==> src/sv/pift_pkg.sv <==
package pift_pkg;

  // Field widths of the ports and registers.
  localparam int CoordW  = 21;
  localparam int AxisW   = 21;
  localparam int VecW    = 3 * CoordW;
  localparam int DistW   = 20;
  localparam int TanW    = 24;
  localparam int AspW    = 20;
  localparam int AddrW   = 6;
  localparam int DataW   = 64;

  // Internal widths of the datapath.
  localparam int DiffW   = CoordW + 1;
  localparam int ProdW   = AxisW + DiffW;
  localparam int DotW    = ProdW + 2;
  localparam int MagW    = DotW;
  localparam int DepthW  = DistW + 19;
  localparam int HbW     = DepthW + TanW;
  localparam int PpLoW   = 32 + AspW;
  localparam int PpHiW   = (HbW - 32) + AspW;
  localparam int WideW   = HbW + AspW;

  // Stages in the front (projection) and back (bounds) halves.
  localparam int FrontStages = 3;
  localparam int BackStages  = 3;
  localparam int NumStages   = FrontStages + BackStages;

  // Register map, one register every eight bytes.
  typedef enum logic [2:0] {
    RegCamPos    = 3'd0,
    RegViewDir   = 3'd1,
    RegUpAxis    = 3'd2,
    RegRightAxis = 3'd3,
    RegNear      = 3'd4,
    RegFar       = 3'd5,
    RegTan       = 3'd6,
    RegAspect    = 3'd7
  } reg_idx_e;

  localparam logic [VecW-1:0]  RstCamPos    = '0;
  localparam logic [VecW-1:0]  RstViewDir   = 63'h2000_0000_0000_0000;
  localparam logic [VecW-1:0]  RstUpAxis    = 63'h0000_0300_0000_0000;
  localparam logic [VecW-1:0]  RstRightAxis = 63'h0000_0000_0018_0000;
  localparam logic [DistW-1:0] RstNear      = 20'd26;
  localparam logic [DistW-1:0] RstFar       = 20'd25600;
  localparam logic [TanW-1:0]  RstTan       = 24'd27146;
  localparam logic [AspW-1:0]  RstAspect    = 20'd87381;

  typedef struct packed {
    logic [VecW-1:0]  cam_pos;
    logic [VecW-1:0]  view_dir;
    logic [VecW-1:0]  up_axis;
    logic [VecW-1:0]  right_axis;
    logic [DistW-1:0] near_dist;
    logic [DistW-1:0] far_dist;
    logic [TanW-1:0]  tan_half_fov;
    logic [AspW-1:0]  aspect_ratio;
  } cfg_t;

  // One signed 21-bit component of a packed x,y,z vector.
  function automatic logic signed [CoordW-1:0] lane_of(logic [VecW-1:0] v, int unsigned i);
    return signed'(v[i*CoordW +: CoordW]);
  endfunction

endpackage

==> src/sv/pift_cfg.sv <==
module pift_cfg (
  input  logic                        clk_i,
  input  logic                        rst_ni,
  input  logic                        psel,
  input  logic                        penable,
  input  logic                        pwrite,
  input  logic [pift_pkg::AddrW-1:0]  paddr,
  input  logic [pift_pkg::DataW-1:0]  pwdata,
  output logic [pift_pkg::DataW-1:0]  prdata,
  output logic                        pready,
  output pift_pkg::cfg_t              cfg_o
);
  import pift_pkg::*;

  cfg_t     cfg_q;
  reg_idx_e idx;

  assign idx    = reg_idx_e'(paddr[AddrW-1:3]);
  assign pready = 1'b1;

  always_ff @(posedge clk_i or negedge rst_ni) begin
    if (!rst_ni) begin
      cfg_q.cam_pos      <= RstCamPos;
      cfg_q.view_dir     <= RstViewDir;
      cfg_q.up_axis      <= RstUpAxis;
      cfg_q.right_axis   <= RstRightAxis;
      cfg_q.near_dist    <= RstNear;
      cfg_q.far_dist     <= RstFar;
      cfg_q.tan_half_fov <= RstTan;
      cfg_q.aspect_ratio <= RstAspect;
    end else if (psel && penable && pwrite) begin
      unique case (idx)
        RegCamPos:    cfg_q.cam_pos      <= pwdata[VecW-1:0];
        RegViewDir:   cfg_q.view_dir     <= pwdata[VecW-1:0];
        RegUpAxis:    cfg_q.up_axis      <= pwdata[VecW-1:0];
        RegRightAxis: cfg_q.right_axis   <= pwdata[VecW-1:0];
        RegNear:      cfg_q.near_dist    <= pwdata[DistW-1:0];
        RegFar:       cfg_q.far_dist     <= pwdata[DistW-1:0];
        RegTan:       cfg_q.tan_half_fov <= pwdata[TanW-1:0];
        RegAspect:    cfg_q.aspect_ratio <= pwdata[AspW-1:0];
        default:      ;
      endcase
    end
  end

  always_comb begin
    unique case (idx)
      RegCamPos:    prdata = DataW'(cfg_q.cam_pos);
      RegViewDir:   prdata = DataW'(cfg_q.view_dir);
      RegUpAxis:    prdata = DataW'(cfg_q.up_axis);
      RegRightAxis: prdata = DataW'(cfg_q.right_axis);
      RegNear:      prdata = DataW'(cfg_q.near_dist);
      RegFar:       prdata = DataW'(cfg_q.far_dist);
      RegTan:       prdata = DataW'(cfg_q.tan_half_fov);
      RegAspect:    prdata = DataW'(cfg_q.aspect_ratio);
      default:      prdata = '0;
    endcase
  end

  assign cfg_o = cfg_q;

endmodule

==> config.mk <==
export PLATFORM = sky130hd
export DESIGN_NAME = pift_cfg
export DESIGN_NICKNAME = d
export VERILOG_FILES = /design/src/sv/pift_pkg.sv /design/src/sv/pift_cfg.sv
export SDC_FILE = /design/constraint.sdc
export NUM_CORES = 1
export LEC_CHECK = 0
export BUFFER_PORTS_ARGS = -buffer_cell sky130_fd_sc_hd__buf_2
export CELL_PAD_IN_SITES_DETAIL_PLACEMENT = 0
export CELL_PAD_IN_SITES_GLOBAL_PLACEMENT = 1
export CORE_MARGIN = 2
export CORE_UTILIZATION = 37
export DETAILED_ROUTE_END_ITERATION = 16
export PLACE_DENSITY_LB_ADDON = 0.1
export SETUP_SLACK_MARGIN = 0.4
export SYNTH_ARGS = -nofsm -noshare
export SYNTH_HDL_FRONTEND = slang
export SYNTH_SLANG_ARGS = --single-unit
==> constraint.sdc <==
create_clock -name clk_i -period 1.2 [get_ports clk_i]
set_input_delay 0.06 -clock clk_i [delete_from_list [all_inputs] [get_ports clk_i]]
set_output_delay 0.06 -clock clk_i [all_outputs]
set_load 0.05 [all_outputs]
After elaboration in Yosys (flattened, before gate mapping)
Cells that the tools add are included.

storage, ports and cells
  register bits after elaboration = 336
  output and inout port bits = 401
  word-level logic and storage cells = 27

operators by class
  eq/ne operators = 7
  multiplexer cells = 1
  reduce and logical (&&, ||, !) cells = 11

operators by type and width
  kind                count
  $pmux 64 s8         1
  $reduce_and 2->1    8
  $eq 3x3->1 const B  4
  $eq 3x2->1 const B  2
  $eq 3x1->1 const B  1
  $logic_not 3->1     1
  $logic_and 1x1->1   2

Depth between registers and ports, before layout
  word-level depth = 3
  depth in mapped cells = 6

Worst setup path after synthesis
No wires, ideal clock.

  kind = register to output
  from = register cfg_q, in the netlist cfg_o[8]
  to = output prdata[8] (netlist bit)
  arrival = 1,968 ps
  data required time = 1,140 ps
  setup slack = -828 ps
  stages on the path, launching flop included = 4
  path through = dfstp_2 mux2i_1 a211o_1 a41oi_1

on the way
  cells in the longest elaborated chain, start to end = 1

RTL lines
  element          RTL line        source
  start, declared  pift_cfg.sv:15  cfg_t cfg_q;
  $pmux 64 s8      pift_cfg.sv:47  unique case (idx)
  end, declared    pift_cfg.sv:9   output logic [pift_pkg::DataW-1:0] prdata,

Every way passes these cells. The select of a mux whose other input is x is not followed.

Worst setup path after layout
  from = register cfg_q, in the netlist cfg_o[206]
  to = output prdata[59] (netlist bit)

The elaborated chain is that of the path after synthesis.

==> summary.txt <==
Run status
  • Status: finished, violations left
  • Failing checks: negative hold slack, negative setup slack

Worst setup path
  • CP startpoint kind: flip-flop
  • Slowest stage delay, CP: 0.55 ns
  • CP Cell Sequence: mux4_2 > and2_4 > buf_8
  • Buffers plus inverters on the worst setup path: 1
  • R2r setup slk: -0.09 ns
  • CP Data Required Time: 1.14 ns
  • Top delay family on crit path: multiplexers
  • Max FO, Critical Path: 2
  • Slowest cell on the critical path: mux4_2
  • Setup crit end kind: output port
  • CP arrival: 1.88 ns
  • Crit path kind: flip-flop to output port

Synth
  • Register area share after synthesis: 55.7%
  • Syn_area_per_cell: 15.0 sq um
  • Synth warn: 0
  • Synthesized area: 15100 sq um
  • Synth top cells by count: dfrtp_1, mux2_2, mux2_1, mux2i_1, mux4_2
  • Post-synth ARST share: 100%
  • Synth Area in Simple Gates: 2.70%
  • Xor/xnor share of the synthesized area: 0%
  • Compound-gate portion of the synthesized area: 3.65%
  • Mux cell area share after synthesis: 34.8%
  • Yosys cell types: 34
  • Net Count, Synth: 1085
  • Largest family of logic cells by synthesized area: multiplexers
  • Post-synth EDFFs: 0
  • Leading area contributor after synthesis: dfrtp_1
  • Primary FF master, synth: dfrtp_1
  • Yosys top cell area share: 51.2%
  • Most common cell in the synthesized netlist: dfrtp_1
  • Post-Synthesis Cells: 1010
  • Seq cells post-synth: 336
  • Area contributors post-synth: dfrtp_1, mux2_2, mux4_2
  • Post-synthesis adder-cell area fraction: 0%

Timing
  • Tmin final: 1.94 ns
  • Max-slew violations: 0
  • Final hold violation count: 1
  • Min Hold Slack: -0.00197 ns
  • Setup Skew: 0 ns
  • RSZ-0062 raised after global routing: true
  • Upper clock frequency limit: 0.516 GHz
  • Fin worst setup slack: -0.738 ns
  • # setup viols final: 348
  • Final worst-path cycle share: 162%

Flow run
  • Maxcap violations: 0

Detailed routing
  • Vias: 13700
  • DR iter-0 viols: 809
  • DRC violations left: 0
  • Drt pass-1 iters: 5
  • Routed wire length: 70300 microns
  • Antenna-violating nets left: 0
  • Via density: 5.20
  • Wire per inst: 26.6 microns

Finish
  • Fin nets: 2155
  • Synth-to-Final Area Change: 112%
  • Non-Filler Instances: 2645
  • Layout cells sized above 1: 86.7%
  • Post-layout instance area: 32100 sq um
  • Finished Core Util: 78.9%
  • Max reg flops: 336

Floorplanning
  • Core Footprint: 40600 sq um
  • # rows: 74
  • Initial cell density of the core: 37.3%
  • DIE HEIGHT: 206 microns
  • Die Wd: 206 microns
  • Ports: 476
  • Die area: 42600 sq um

GRT
  • Vias in the first global route: 14100
  • Largest net degree at the start of global routing: 49
  • First-pass GRT wire length: 90200 microns
  • Tot GR Track Use: 28.5%
  • Initial antenna violation count: 2
  • Grt ovf: 0

Placement
  • Pre-CTS worst setup slack: -0.428 ns
  • DP Area: 22800 sq um
  • Port bufs: 469
  • Gp weighted congestion: 0.803
  • Dpl hpwl: 40100 microns
  • Placed Cells incl. Taps: 2281

CTS
  • Clock root buffer master: clkbuf_16
  • CTS tree: done
  • Clk Latency, worst-skew pair: 0.54 ns
  • H-tree levels: 2
  • Clk pin slew, worst setup/hold paths: 0.06 ns
  • Clock sink count: 336
  • Hold bufs inserted after CTS: 64
  • Inserted Clock Buffers: 40
  • Clock tree buffer depth: 3

Min path
  • HP Class: input pin to asynchronous set/reset pin

Power
  • Maximum vdd drop: 1370 uV
  • PD cells: 1870 nW/um^2
  • P_leak: 15.0 nW
  • Pwr Total: 59.8 mW
==> metrics by stage <==
stage	hold WS, ns	setup TNS (ns)
after CTS	-0.0304	-71.70
after detailed placement	-0.0343	-125.42
after global placement	-0.0373	-121.61
final	-0.00197	-72.89
after global routing	-0.00161	-85.15
after floorplan	-0.236	-66.79
==> final cells by class <==
type | count | area, sq um
inverter | 22 | 82.6
tap | 532 | 666
clock buffer | 64 | 1180
sequential | 336 | 8720
timing repair buffer | 1100 | 13400
clock inverter | 9 | 56.3
multi-input combinational | 580 | 7930
fill | 2159 | 8580
antenna | 2 | 5.00
==> power breakdown <==
part | leakage [nW] | switching, mW | internal (mW) | total (mW)
Clock | 0.612 | 5.04 | 6.77 | 11.8
Sequential | 3.94 | 2.08 | 14.0 | 16.0
Combinational | 10.4 | 15.8 | 16.2 | 32.0
Total | 15.0 | 23.0 | 36.9 | 59.8
==> worst paths after layout <==
path                            start         end  cells after the start
max                        cfg_o[206]  prdata[59]                      3
min                            rst_ni  cfg_o[245]                      2
max reg2reg                cfg_o[143]  cfg_o[143]                      5
min reg2reg                cfg_o[231]  cfg_o[231]                      1
max in group asynchronous      rst_ni  cfg_o[321]                      3
min in group clk_i           paddr[3]  cfg_o[167]                      5
==> layout by cell type, fill, tap and decap left out, types with 4 or more instances in the layout <==
master	synthesis	layout
buf_6	6	483
mux2_4	0	319
dfrtp_2	0	224
buf_8	0	208
buf_4	3	141
buf_12	0	124
dfrtp_1	310	86
buf_2	39	67
dlygate4sd3_1	0	64
mux2i_1	59	55
clkbuf_16	0	46
mux4_2	40	40
and2_4	0	39
dfstp_2	26	26
inv_1	22	18
a221oi_2	0	18
mux2_2	261	17
o22ai_1	18	16
o22a_2	0	16
clkbuf_1	19	16
nor2_1	12	8
buf_16	0	8
clkbuf_8	0	7
nor2_4	0	6
clkinv_2	0	6
nand2_1	9	5
o22a_4	0	5
inv_2	0	4
==> kinds of logic (layout without fill, tap and decap cells) <==
| kind of cell | Yosys count | after routing |
|---|---|---|
| other | 2 | 4 |
| flip-flops | 336 | 336 |
| AO/OA/AOI/OAI | 71 | 71 |
| buffers and inverters | 94 | 1195 |
| AND/OR/NAND/NOR | 72 | 72 |
| multiplexers | 435 | 435 |
==> timing repair <==
item,CTS,global route
endpoints found under the hold margin,666,21
gates resized for setup,1366,183
cloned,5,6
pin swaps,35,18
endpoints found under the setup margin,735,765
setup buffers,59,155
==> layer usage <==
layer	up-vias	wire length (microns)	global-route usage [%]
li1	5854	-	-
met1	7130	27600	36.7
met2	612	35100	47.0
met3	150	4940	7.14
met4	0	2690	9.23
met5	-	0	0
Note: power is estimated with default switching activity, not from simulation.
